<file path="config.mk">
export PLATFORM = sky130hd
export DESIGN_NAME = date_digits_to_epoch_seconds
export DESIGN_NICKNAME = d
export VERILOG_FILES = /design/src/hdl/dte_pkg.sv /design/src/hdl/dte_parser.sv /design/src/hdl/dte_queue.sv /design/src/hdl/dte_convert.sv /design/src/hdl/date_digits_to_epoch_seconds.sv
export VERILOG_INCLUDE_DIRS = /design/src /design/src/hdl
export SDC_FILE = /design/constraint.sdc
export NUM_CORES = 1
export LEC_CHECK = 0
export ABC_AREA = 1
export BUFFER_PORTS_ARGS = -buffer_cell sky130_fd_sc_hd__buf_2
export CAP_MARGIN = 0
export CORE_ASPECT_RATIO = 0.8
export CORE_UTILIZATION = 45
export DETAILED_ROUTE_END_ITERATION = 7
export PLACE_DENSITY = 0.71
export SYNTH_ARGS = -nofsm -noshare
export SYNTH_HDL_FRONTEND = slang
export SYNTH_SLANG_ARGS = --single-unit
</file>
<file path="constraint.sdc">
create_clock -name clk -period 10.2 [get_ports clk]
set_clock_uncertainty 0.05 [all_clocks]
set_input_delay 1.53 -clock clk [delete_from_list [all_inputs] [get_ports clk]]
set_output_delay 1.53 -clock clk [all_outputs]
set_load 0.02 [all_outputs]
</file>
<file path="src/hdl/assert_macros.svh">
// ---------------------------------------------------------------------------
// Assertion macros shared by the date conversion RTL.
// ---------------------------------------------------------------------------
`ifndef ASSERT_MACROS_SVH
`define ASSERT_MACROS_SVH

// Clocked check on clk, held off while rst_n is low
`define DTE_ASSERT(label, prop, msg) \
    label: assert property (@(posedge clk) disable iff (!rst_n) prop) \
        else $error(msg);

// Clocked check that also runs during reset
`define DTE_ASSERT_ALWAYS(label, prop, msg) \
    label: assert property (@(posedge clk) prop) else $error(msg);

`endif

</file>
<file path="src/hdl/dte_pkg.sv">
// ---------------------------------------------------------------------------
// dte_pkg
// Types, constants and tables for the date-string to epoch-seconds block.
// ---------------------------------------------------------------------------
package dte_pkg;

    localparam logic [7:0]  DEFAULT_YEAR_RST = 8'd86;    // years since 1900
    localparam logic [7:0]  CHAR_ZERO        = 8'h30;    // '0'
    localparam logic [7:0]  CHAR_NINE        = 8'h39;    // '9'
    localparam logic [7:0]  CHAR_COLON       = 8'h3A;    // ':'
    localparam logic [7:0]  CHAR_P           = 8'h70;    // 'p'
    localparam logic [7:0]  EPOCH_YEAR       = 8'd70;    // 1970 - 1900
    localparam logic [7:0]  LEAPS_BEFORE_EPOCH = 8'd17;  // (69 >> 2)
    localparam logic [30:0] SEC_MAX          = 31'h7FFF_FFFF;
    localparam int          QUEUE_DEPTH_DEF  = 2;

    // One parsed string, checked and ready for the arithmetic
    typedef struct packed {
        logic       err;
        logic [7:0] year;     // years since 1900
        logic [3:0] month;    // 1..12
        logic [5:0] day;      // 1..32 (32 only after an hour-24 roll)
        logic [4:0] hour;     // 0..23
        logic [5:0] minute;   // 0..59
    } dte_job_t;

    // Days in the months before the given one, non-leap year
    function automatic logic [8:0] cum_days(input logic [3:0] month);
        logic [8:0] d;
        d = 9'd0;
        case (month)
            4'd2:    d = 9'd31;
            4'd3:    d = 9'd59;
            4'd4:    d = 9'd90;
            4'd5:    d = 9'd120;
            4'd6:    d = 9'd151;
            4'd7:    d = 9'd181;
            4'd8:    d = 9'd212;
            4'd9:    d = 9'd243;
            4'd10:   d = 9'd273;
            4'd11:   d = 9'd304;
            4'd12:   d = 9'd334;
            default: d = 9'd0;
        endcase
        return d;
    endfunction

endpackage

</file>
<file path="src/hdl/dte_parser.sv">
// ---------------------------------------------------------------------------
// dte_parser
// Front end: takes one character per request, tracks digit pairs and, on
// the last character, checks the fields and pushes one job to the queue.
// ---------------------------------------------------------------------------
module dte_parser (
    input  logic                   clk,
    input  logic                   rst_n,
    input  logic                   cfg_we,
    input  logic [7:0]             cfg_wdata,
    input  logic                   accept,
    input  logic [7:0]             char_code,
    input  logic                   last_char,
    output logic                   push,
    output dte_pkg::dte_job_t      job
);
    import dte_pkg::*;

    localparam logic [3:0] POS_MONTH   = 4'd1;
    localparam logic [3:0] POS_DAY     = 4'd3;
    localparam logic [3:0] POS_HOUR    = 4'd5;
    localparam logic [3:0] POS_MINUTE  = 4'd7;
    localparam logic [3:0] POS_YEAR_HI = 4'd8;   // also the early pm spot
    localparam logic [3:0] POS_YEAR_LO = 4'd9;
    localparam logic [3:0] POS_PM_LATE = 4'd10;
    localparam logic [3:0] POS_MAX     = 4'd15;

    logic [7:0] default_year_reg;
    logic [3:0] pos_reg, pos_next;
    logic [3:0] pfv_reg, pfv_next;
    logic [6:0] month_reg, month_next;
    logic [6:0] day_reg, day_next;
    logic [6:0] hour_reg, hour_next;
    logic [6:0] minute_reg, minute_next;
    logic [6:0] year_reg, year_next;
    logic       yvalid_reg, yvalid_next;
    logic       pm8_reg, pm8_next;
    logic       pm10_reg, pm10_next;
    logic       ferr_reg, ferr_next;

    logic       ok_first, ok_digit;
    logic [6:0] pair_val;

    assign ok_first = (char_code >= CHAR_ZERO) && (char_code <= CHAR_COLON);
    assign ok_digit = (char_code >= CHAR_ZERO) && (char_code <= CHAR_NINE);
    assign pair_val = ok_digit ? (7'({3'b0, pfv_reg} * 7'd10) + {3'b0, char_code[3:0]})
                               : 7'd0;

    // Per-character state update
    always_comb
    begin
        pfv_next    = pfv_reg;
        month_next  = month_reg;
        day_next    = day_reg;
        hour_next   = hour_reg;
        minute_next = minute_reg;
        year_next   = year_reg;
        yvalid_next = yvalid_reg;
        pm8_next    = pm8_reg;
        pm10_next   = pm10_reg;
        ferr_next   = ferr_reg;
        if (pos_reg < POS_PM_LATE)
        begin
            if (!pos_reg[0])
            begin
                pfv_next = ok_first ? char_code[3:0] : 4'd0;
                if (pos_reg == POS_YEAR_HI)
                begin
                    pm8_next    = (char_code == CHAR_P);
                    yvalid_next = ok_first;
                end
                else if (!ok_first)
                begin
                    ferr_next = 1'b1;
                end
            end
            else
            begin
                unique case (pos_reg)
                    POS_MONTH:  month_next  = pair_val;
                    POS_DAY:    day_next    = pair_val;
                    POS_HOUR:   hour_next   = pair_val;
                    POS_MINUTE: minute_next = pair_val;
                    default:    year_next   = pair_val;
                endcase
                if (pos_reg == POS_YEAR_LO)
                    yvalid_next = yvalid_reg && ok_digit;
                else if (!ok_digit)
                    ferr_next = 1'b1;
            end
        end
        else if (pos_reg == POS_PM_LATE)
        begin
            pm10_next = (char_code == CHAR_P);
        end
        pos_next = (pos_reg == POS_MAX) ? POS_MAX : pos_reg + 4'd1;
    end

    // Field checks on the state as it stands after the last character
    logic       yv, pm, err;
    logic [7:0] h_adj;
    logic [6:0] d_adj;

    always_comb
    begin
        yv    = yvalid_next && (pos_next >= POS_PM_LATE);
        pm    = yv ? ((pos_next > POS_PM_LATE) && pm10_next)
                   : ((pos_next > POS_YEAR_HI) && pm8_next);
        err   = ferr_next || (pos_next < POS_YEAR_HI);
        d_adj = day_next;
        h_adj = {1'b0, hour_next};
        if (month_next < 7'd1 || month_next > 7'd12) err = 1'b1;
        if (day_next < 7'd1 || day_next > 7'd31)     err = 1'b1;
        if (hour_next == 7'd24)
        begin
            h_adj = 8'd0;
            d_adj = day_next + 7'd1;
        end
        if (minute_next > 7'd59) err = 1'b1;
        if (pm) h_adj = h_adj + 8'd12;
        if (h_adj > 8'd23) err = 1'b1;

        job.err    = err;
        job.year   = yv ? {1'b0, year_next} : default_year_reg;
        job.month  = month_next[3:0];
        job.day    = d_adj[5:0];
        job.hour   = h_adj[4:0];
        job.minute = minute_next[5:0];
    end

    assign push = accept && last_char;

    // State registers: the parse state is cleared after each string
    always_ff @(posedge clk or negedge rst_n)
    begin
        if (!rst_n)
        begin
            default_year_reg <= DEFAULT_YEAR_RST;
            pos_reg    <= '0;
            pfv_reg    <= '0;
            month_reg  <= '0;
            day_reg    <= '0;
            hour_reg   <= '0;
            minute_reg <= '0;
            year_reg   <= '0;
            yvalid_reg <= 1'b0;
            pm8_reg    <= 1'b0;
            pm10_reg   <= 1'b0;
            ferr_reg   <= 1'b0;
        end
        else
        begin
            if (cfg_we)
                default_year_reg <= cfg_wdata;
            if (accept)
            begin
                if (last_char)
                begin
                    pos_reg    <= '0;
                    pfv_reg    <= '0;
                    month_reg  <= '0;
                    day_reg    <= '0;
                    hour_reg   <= '0;
                    minute_reg <= '0;
                    year_reg   <= '0;
                    yvalid_reg <= 1'b0;
                    pm8_reg    <= 1'b0;
                    pm10_reg   <= 1'b0;
                    ferr_reg   <= 1'b0;
                end
                else
                begin
                    pos_reg    <= pos_next;
                    pfv_reg    <= pfv_next;
                    month_reg  <= month_next;
                    day_reg    <= day_next;
                    hour_reg   <= hour_next;
                    minute_reg <= minute_next;
                    year_reg   <= year_next;
                    yvalid_reg <= yvalid_next;
                    pm8_reg    <= pm8_next;
                    pm10_reg   <= pm10_next;
                    ferr_reg   <= ferr_next;
                end
            end
        end
    end

endmodule

</file>
<file path="src/hdl/dte_queue.sv">
// ---------------------------------------------------------------------------
// dte_queue
// Short job queue between parser and converter.
// ---------------------------------------------------------------------------
`include "assert_macros.svh"

module dte_queue #(
    parameter int DEPTH = dte_pkg::QUEUE_DEPTH_DEF
) (
    input  logic                   clk,
    input  logic                   rst_n,
    input  logic                   push,
    input  dte_pkg::dte_job_t      push_job,
    input  logic                   pop,
    output dte_pkg::dte_job_t      head_job,
    output logic                   empty,
    output logic                   full
);
    import dte_pkg::*;

    localparam int PW = (DEPTH > 1) ? $clog2(DEPTH) : 1;
    localparam int CW = $clog2(DEPTH + 1);
    localparam logic [PW-1:0] LAST_SLOT = PW'(DEPTH - 1);
    localparam logic [CW-1:0] DEPTH_CNT = CW'(DEPTH);

    dte_job_t      mem [DEPTH];
    logic [PW-1:0] wr_ptr_reg, rd_ptr_reg;
    logic [CW-1:0] count_reg;

    assign empty    = (count_reg == '0);
    assign full     = (count_reg == DEPTH_CNT);
    assign head_job = mem[rd_ptr_reg];

    // Storage
    always_ff @(posedge clk)
    begin
        if (push)
            mem[wr_ptr_reg] <= push_job;
    end

    // Pointers and fill count
    always_ff @(posedge clk or negedge rst_n)
    begin
        if (!rst_n)
        begin
            wr_ptr_reg <= '0;
            rd_ptr_reg <= '0;
            count_reg  <= '0;
        end
        else
        begin
            if (push)
                wr_ptr_reg <= (wr_ptr_reg == LAST_SLOT) ? '0 : wr_ptr_reg + PW'(1);
            if (pop)
                rd_ptr_reg <= (rd_ptr_reg == LAST_SLOT) ? '0 : rd_ptr_reg + PW'(1);
            if (push && !pop)
                count_reg <= count_reg + CW'(1);
            else if (pop && !push)
                count_reg <= count_reg - CW'(1);
        end
    end

    `DTE_ASSERT(a_no_push_full, push |-> !full, "queue: push while full")
    `DTE_ASSERT(a_no_pop_empty, pop |-> !empty, "queue: pop while empty")
    `DTE_ASSERT(a_count_range, count_reg <= DEPTH_CNT, "queue: count out of range")

endmodule

</file>
<file path="src/hdl/dte_convert.sv">
// ---------------------------------------------------------------------------
// dte_convert
// Back end: turns one checked job into epoch seconds, at most one constant
// multiply per step, and holds the result in the output register.
// ---------------------------------------------------------------------------
`include "assert_macros.svh"

module dte_convert (
    input  logic                   clk,
    input  logic                   rst_n,
    input  dte_pkg::dte_job_t      head_job,
    input  logic                   empty,
    output logic                   pop,
    output logic                   out_valid,
    input  logic                   out_ready,
    output logic [30:0]            seconds,
    output logic                   bad_conversion
);
    import dte_pkg::*;

    typedef enum logic [2:0] {
        ST_IDLE,
        ST_YEAR,
        ST_DAYS,
        ST_HOUR,
        ST_MIN,
        ST_SEC
    } state_t;

    state_t      state_reg, state_next;
    dte_job_t    job_reg, job_next;
    logic [16:0] acc_days_reg, acc_days_next;   // whole years, then all days
    logic [21:0] hours_reg, hours_next;
    logic [26:0] mins_reg, mins_next;
    logic        out_valid_reg, out_valid_next;
    logic [30:0] seconds_reg, seconds_next;
    logic        bad_reg, bad_next;

    logic        out_free;
    logic [32:0] secs_full;
    logic [7:0]  year_cnt;
    logic [7:0]  leap_cnt;
    logic        leap_adj;

    assign out_free  = !out_valid_reg || out_ready;
    assign year_cnt  = job_reg.year - EPOCH_YEAR;
    assign leap_cnt  = ((job_reg.year - 8'd1) >> 2) - LEAPS_BEFORE_EPOCH;
    assign leap_adj  = (job_reg.year[1:0] == 2'b00) && (job_reg.month >= 4'd3);
    assign secs_full = {6'b0, mins_reg} * 33'd60;
    assign pop       = (state_reg == ST_IDLE) && !empty;

    // Step sequencer
    always_comb
    begin
        state_next     = state_reg;
        job_next       = job_reg;
        acc_days_next  = acc_days_reg;
        hours_next     = hours_reg;
        mins_next      = mins_reg;
        out_valid_next = out_valid_reg && !out_ready;
        seconds_next   = seconds_reg;
        bad_next       = bad_reg;
        unique case (state_reg)
            ST_IDLE:
            begin
                if (!empty)
                begin
                    job_next   = head_job;
                    state_next = head_job.err ? ST_SEC : ST_YEAR;
                end
            end
            ST_YEAR:
            begin
                // days in the whole years from 1970
                if (job_reg.year >= EPOCH_YEAR)
                    acc_days_next = 17'({9'b0, year_cnt} * 17'd365) + {9'b0, leap_cnt};
                else
                    acc_days_next = '0;
                state_next = ST_DAYS;
            end
            ST_DAYS:
            begin
                acc_days_next = acc_days_reg + {16'b0, leap_adj}
                              + {8'b0, cum_days(job_reg.month)}
                              + {11'b0, job_reg.day} - 17'd1;
                state_next = ST_HOUR;
            end
            ST_HOUR:
            begin
                hours_next = 22'({5'b0, acc_days_reg} * 22'd24) + {17'b0, job_reg.hour};
                state_next = ST_MIN;
            end
            ST_MIN:
            begin
                mins_next  = 27'({5'b0, hours_reg} * 27'd60) + {21'b0, job_reg.minute};
                state_next = ST_SEC;
            end
            ST_SEC:
            begin
                if (out_free)
                begin
                    out_valid_next = 1'b1;
                    bad_next       = job_reg.err;
                    if (job_reg.err)
                        seconds_next = '0;
                    else if (secs_full > {2'b0, SEC_MAX})
                        seconds_next = SEC_MAX;
                    else
                        seconds_next = secs_full[30:0];
                    state_next = ST_IDLE;
                end
            end
            default: state_next = ST_IDLE;
        endcase
    end

    // State and registered outputs
    always_ff @(posedge clk or negedge rst_n)
    begin
        if (!rst_n)
        begin
            state_reg     <= ST_IDLE;
            out_valid_reg <= 1'b0;
        end
        else
        begin
            state_reg     <= state_next;
            out_valid_reg <= out_valid_next;
        end
    end

    always_ff @(posedge clk)
    begin
        job_reg      <= job_next;
        acc_days_reg <= acc_days_next;
        hours_reg    <= hours_next;
        mins_reg     <= mins_next;
        seconds_reg  <= seconds_next;
        bad_reg      <= bad_next;
    end

    assign out_valid      = out_valid_reg;
    assign seconds        = seconds_reg;
    assign bad_conversion = bad_reg;

    `DTE_ASSERT(a_err_zero, (out_valid_reg && bad_reg) |-> (seconds_reg == '0), "convert: error result carries seconds")
    `DTE_ASSERT(a_idle_holds, (state_reg == ST_IDLE && !pop) |=> (state_reg == ST_IDLE), "convert: left idle without a job")
    `DTE_ASSERT(a_no_overwrite, (out_valid_reg && !out_ready) |=> (out_valid_reg && $stable(seconds_reg)), "convert: pending result overwritten")

endmodule

</file>
<file path="src/hdl/date_digits_to_epoch_seconds.sv">
// ---------------------------------------------------------------------------
// date_digits_to_epoch_seconds
// Parses an mmddhhmm[yy] ASCII string, one character per request, and
// returns seconds since 1970 or a conversion error on the last character.
//
//   Channel  | Signals                         | Moves
//   ---------+---------------------------------+------------------------------
//   s_       | tvalid tready tdata[7:0] tlast  | one character, tlast = last
//   m_       | tvalid tready tdata[31:0]       | seconds, bad_conversion
//   cfg_     | we wdata[7:0]                   | default year (since 1900)
//
// A character request is taken each cycle while the job queue has room.
// In the converter, each valid string takes a queue pop, four steps of one
// constant multiply or add each, and an output register load that waits
// while a result is pending; a string failing a field check skips the steps.
// Reset is immediate; there is no clearing pass. The output register lets
// the converter park one finished result while the parser keeps taking
// characters, and the queue absorbs strings while the converter is busy.
// ---------------------------------------------------------------------------
module date_digits_to_epoch_seconds #(
    parameter int QUEUE_DEPTH = dte_pkg::QUEUE_DEPTH_DEF
) (
    input  logic        clk,
    input  logic        rst_n,
    input  logic        cfg_we,
    input  logic [7:0]  cfg_wdata,
    input  logic        s_tvalid,
    output logic        s_tready,
    input  logic [7:0]  s_tdata,     // [7:0] char_code
    input  logic        s_tlast,     // last_char
    output logic        m_tvalid,
    input  logic        m_tready,
    output logic [31:0] m_tdata      // [30:0] seconds, [31] bad_conversion
);
    import dte_pkg::*;

    logic     accept, push, pop, empty, full;
    dte_job_t push_job, head_job;
    logic [30:0] seconds;
    logic        bad_conversion;

    assign s_tready = !full;
    assign accept   = s_tvalid && s_tready;

    // Front end
    dte_parser u_parser (
        .clk       (clk),
        .rst_n     (rst_n),
        .cfg_we    (cfg_we),
        .cfg_wdata (cfg_wdata),
        .accept    (accept),
        .char_code (s_tdata),
        .last_char (s_tlast),
        .push      (push),
        .job       (push_job)
    );

    // Job queue
    dte_queue #(
        .DEPTH (QUEUE_DEPTH)
    ) u_queue (
        .clk      (clk),
        .rst_n    (rst_n),
        .push     (push),
        .push_job (push_job),
        .pop      (pop),
        .head_job (head_job),
        .empty    (empty),
        .full     (full)
    );

    // Back end
    dte_convert u_convert (
        .clk            (clk),
        .rst_n          (rst_n),
        .head_job       (head_job),
        .empty          (empty),
        .pop            (pop),
        .out_valid      (m_tvalid),
        .out_ready      (m_tready),
        .seconds        (seconds),
        .bad_conversion (bad_conversion)
    );

    assign m_tdata = {bad_conversion, seconds};

endmodule

</file>
* After elaboration in Yosys (flattened, before gate mapping)
Memories as Yosys holds them, arrays and structs flattened. A register that Yosys moved wholly into a read port is not among the register bits.
Cells that the tools add are included.
W data, S select, Z words.
** Storage, ports and cells
- Flip-flop bits (word level) :: 191
- RAM bits :: 60
- Memory bits (read-only) :: 144
- Input bits :: 22
- Output and inout bits :: 34
- Word-level logic and storage cells :: 196
- Memories :: 2
** Cells by class
- Add/sub/neg operators :: 18
- Multipliers :: 5
- Magnitude comparators :: 17
- Equality and inequality tests :: 19
- Multiplexer cells :: 72
- Bitwise gates (word level) :: 1
- Reduce and logical (&&, ||, !) cells :: 34
** Memories
- (name not given) :: depth 16, bits a word 9, rd ports 1, clocked after memory_dff 1, wr ports 0, RTL line dte_pkg.sv:31 : case (month)
- u_queue.mem :: depth 2, bits a word 30, rd ports 1, clocked after memory_dff 0, wr ports 1, RTL line dte_queue.sv:26 : dte_job_t mem [DEPTH];
** Operators with widths (count)
- $mux W7 :: 22
- $pmux W17 S2 :: 1
- $gt A33 B31 Y1 const B :: 1
- $mul A27 B4 Y31 const B :: 1
- $mux W31 :: 1
- $mux W1 :: 30
- $mux W4 :: 7
- $add A27 B6 Y27 :: 1
- $mul A22 B4 Y25 const B :: 1
- $add A22 B5 Y22 :: 1
- $mul A17 B2 Y19 const B :: 1
- $pmux W3 S6 :: 1
- $add A17 B1 Y17 :: 1
- $add A17 B6 Y17 :: 1
- $add A17 B8 Y17 :: 1
- $add A17 B9 Y17 :: 1
- $mul A8 B9 Y17 const B :: 1
- $mux W17 :: 1
- $sub A17 B1 Y17 const B :: 1
- $eq A4 B4 Y1 const B :: 4
- $le A8 B6 Y1 const B :: 2
- $mux W8 :: 2
- $lt A7 B1 Y1 const B :: 2
- $logic_and A1 B1 Y1 :: 13
- 45 further kinds :: 68

* Longest topological paths before layout
- Depth after elaboration :: 12
- Depth in mapped cells :: 28
- Gate-level depth less buffers :: 28

* By module
Synthesis repeated with hierarchy kept, for this count alone.
** Unflattened totals
- Cell total of the unflattened synthesis :: 2458
- Area total of the unflattened synthesis :: 21476.8 um^2
** By module, submodules not included
- dte_convert :: instances 1, cells each 1852, area an instance 15466.1 um^2, sequential area each 4093.9 um^2
- dte_parser :: instances 1, cells each 484, area an instance 3609.7 um^2, sequential area each 1381.3 um^2
- dte_queue :: instances 1, cells each 118, area an instance 2379.8 um^2, sequential area each 1901.8 um^2
- date_digits_to_epoch_seconds :: instances 1, cells each 4, area an instance 21.3 um^2, sequential area each 0.0 um^2

* Worst setup path after synthesis
OpenSTA, ideal clock, no wires.
- Kind :: register -> register
- Start :: register u_convert.job_reg[22] (netlist name)
- End :: register u_convert.acc_days_reg[10] (data pin)
- Setup time :: 0.258 ns
- Arrival :: 4.948 ns
- Required time :: 9.892 ns
- Slack :: 4.944 ns
- Cell stages (with the launch flop) :: 28
- Buffers on the path :: 0
- Period minus slack after synthesis :: 5.256 ns
- Path through :: edfxtp_1 -> inv_1 -> ha_1 -> nand2_1 -> nand2_1 -> xor2_1 -> ha_1 -> nand3_1 -> nand2_1 -> nand2_1 -> fa_1 -> inv_1 -> fa_1 -> inv_1 -> fa_1 -> fa_1 -> inv_1 -> ha_1 -> nand2_1 -> o21ai_0 -> a21oi_1 -> or2_2 -> nand2_1 -> nand2_1 -> nand2_1 -> a21oi_1 -> o21ai_0 -> nand2_1
** Between the ends
- Longest elaborated chain between the ends :: 7
- Elaborated cells between the ends (all ways) :: 14
- Those cells by class :: add/sub: 8; mul: 1; order compare: 1; mux: 2; reduce/logical: 2
** Ends and longest elaborated chain
- from (decl) :: RTL line dte_convert.sv:31 : dte_job_t job_reg, job_next;
- from (signal assigned) :: RTL line dte_convert.sv:134 : job_reg <= job_next;
- $logic_not A2 Y1 :: RTL line dte_convert.sv:48 : assign leap_adj = (job_reg.year[1:0] == 2'b00) && (job_reg.month >= 4'd3);
- $logic_and A1 B1 Y1 :: RTL line dte_convert.sv:48
- $add A17 B1 Y17 :: RTL line dte_convert.sv:83 : acc_days_next = acc_days_reg + {16'b0, leap_adj}
- $add A17 B9 Y17 :: RTL line dte_convert.sv:84 : + {8'b0, cum_days(job_reg.month)}
- $add A17 B6 Y17 :: RTL line dte_convert.sv:85 : + {11'b0, job_reg.day} - 17'd1;
- $sub A17 B1 Y17 :: RTL line dte_convert.sv:85
- $pmux W17 S2 * :: RTL line dte_convert.sv:63 : unique case (state_reg)
- named net u_convert.acc_days_next[10] :: RTL line dte_convert.sv:32 : logic [16:0] acc_days_reg, acc_days_next;
- to (signal assigned) :: RTL line dte_convert.sv:135 : acc_days_reg <= acc_days_next;
- to (decl) :: RTL line dte_convert.sv:32
The timed path passes the listed nets; every way through them passes the cells marked *.
A chain may end at the register's enable or synchronous reset.

* Worst setup path after layout
- Start :: register u_convert.job_reg[21] (netlist name)
- End :: register u_convert.acc_days_reg[10] (data pin)
Same word-level chain as after synthesis.

==> metrics.txt <==
r2r endpoint u_convert.acc_days_reg[10]; failing checks design-rule violations; gpl congestion around 0.9; setup violators final 0; post-synthesis simple-gate area fraction roughly a quarter; Required @ worst endpoint about 10 ns; Final Hold Viols 0; IO buf count 55; worst-margin pin slew 1.16 ns; synthesized net count around 3000; Clk Latency, worst-skew pair about 0.58 ns; GRT overflow 0; worst reg-to-reg path cell count 25; post-synthesis cell count ~2600; Seq/Total Area, Yosys roughly 34%; H-tree depth 1; clk slew on worst S/H paths 0.06 ns; die area 48900 um^2; ANT cells 0; placed wire-length estimate between 30000 and 40000 um; Post-CTS Resized 0; commonest non-fill, non-tap cell in the layout nand2_1; Post-Synth Adder-Cell Area between 20% and 30%; max_slew headroom 22.2%; Sink Count 259; fin cells roughly 3300; share of cells above drive strength 1 ~6.3%; site row count a little over 70; Synth area leader edfxtp_1; CP Capture Type register; vias in the first global route 16700; die width between 200 and 250 um; CP dominant cell by count nand2_1; Synth Area in Compound Gates 7.88%; top post-synthesis cells by area edfxtp_1 26%, nand2_1 13%, fa_1 12%; # DRC 6; Crit Path Class reg2reg; Mean Syn Cell Area 8.25 um^2; Hold Path End u_convert.hours_reg[2]; kind of cell adding the most delay to the critical path adder cells; die height 198 um; Synth Area in XOR/XNOR 3.45%; Post-DRT Antenna Nets 0; fmax about 0.17 GHz; GR Util All Layers ~20%; Hold Path Depth 0; slowest CP cell fa_1; post-synthesis mux area share less than 1%; count of pins over their slew limit 0; max reg flops 60; Setup TNS Final 0 ns; Post-CTS Hold Buffers 0; unrepaired setup endpoints after global routing no; largest family of logic cells by synthesized area simple AND/OR/NAND/NOR gates; worst stage delay on the critical path approximately 0.56 ns; Crit Path Max Fanout 6; mean number of vias per cell slightly above 5; Mapped Area between 20000 and 25000 um^2; R2R Path Start u_convert.job_reg[21]; crit path DAT around 6.1 ns; Buf/Inv on CP 4; setup bufs post-CTS 0; io pins 56; Netlist cell types 56; Max-cap violations 0; first-pass GRT wire length 80300 um; initial antenna violation count 0; status finished, violations left; root buffer cell clkbuf_16; vias 17200; clk buf depth 3; Top FF cell, synth edfxtp_1; beginning of the worst hold path u_convert.job_reg[8]; CP startpoint kind register; final period utilization between 50 and 60%; CTS tree yes; worst hold path class reg2reg; DR pass1 iterations 8; EDFF count, synth 187; initial detailed-routing violation count roughly 1200; core area ~47000 um^2; P&R area growth vs syn 8.77%; Layout Nets between 3000 and 4000; initial core utilization a little under half; most frequent cells in the layout 745 x nand2_1, 380 x inv_1, 190 x ha_1, 187 x edfxtp_1, 184 x nor2_1; yosys warns 0; Tmin final around 5.8 ns; reg2reg setup slack 4.39 ns; Seq cells post-synth around 260; Post-synth ARST share 24.3%; dpl cells 3273; post-synth top area share about 26%; pin count of the biggest net entering global routing 64; routed length per instance between 10 and 15 um; total CTS buffers 27; WL final approximately 47000 um
## layout make-up
type                            instances  area, um^2
Clock buffer                           32         714
Fill cell                            4412       23700
Timing Repair Buffer                   68         373
Sequential cell                       259        7380
Clock inverter                         18         154
Multi-Input combinational cell       1939       12600
Inverter                              387        1460
Tap cell                              620         776
## stage by stage
| step | utilization (%) | hold WS (ns) | worst slack, ns | cell area [um^2] |
|---|---|---|---|---|
| floorplan | - | 0.350 | 4.94 | 21600 |
| global placement | 48.0 | 0.354 | 4.58 | 22600 |
| detailed placement | 48.0 | 0.355 | 4.36 | 22600 |
| CTS | 49.8 | 0.385 | 4.37 | 23500 |
| global route | 49.8 | 0.389 | 4.01 | 23500 |
| finish | 49.8 | 0.380 | 4.39 | 23500 |
## per-layer routing
metal | GRT usage [%] | part of all wire, %
met5 | 0 | 0
met2 | 32.6 | 45
met1 | 28.6 | 49
met3 | 2.22 | 4.7
met4 | 2.95 | 1.2
## how the worst max path moves through the flow
stage,from,endpoint,slack [ns],depth (start not counted)
after global routing,u_convert.job_reg[21],u_convert.acc_days_reg[16],4.01,24
after floorplan,u_convert.job_reg[22],u_convert.acc_days_reg[10],4.94,27
after global placement,u_convert.job_reg[21],u_convert.acc_days_reg[16],4.58,24
after detailed placement,u_convert.job_reg[21],u_convert.acc_days_reg[10],4.36,25
final,u_convert.job_reg[21],u_convert.acc_days_reg[10],4.39,25
after CTS,u_convert.job_reg[21],u_convert.acc_days_reg[10],4.37,25
## synth_stat cells, types with 50 or more instances
library cell,n
o21ai_0,135
nor2_1,186
inv_1,380
edfxtp_1,187
nand2_1,745
a21oi_1,122
ha_1,190
dfrtp_1,59
nand4_1,50
fa_1,130
nand3_1,152
xor2_1,61
## cell families after synthesis
logic type                 after synthesis
muxes                                    7
adders and majority gates              320
xor gates and xnor gates                85
AOI/OAI and AO/OA                      315
buffers and inverters                  419
DFF                                    259
and+or+nand+nor                       1212
Power is left out: the tool's default activity adds up to more than one toggle a clock period on the data nets, which glitch-free logic cannot reach.
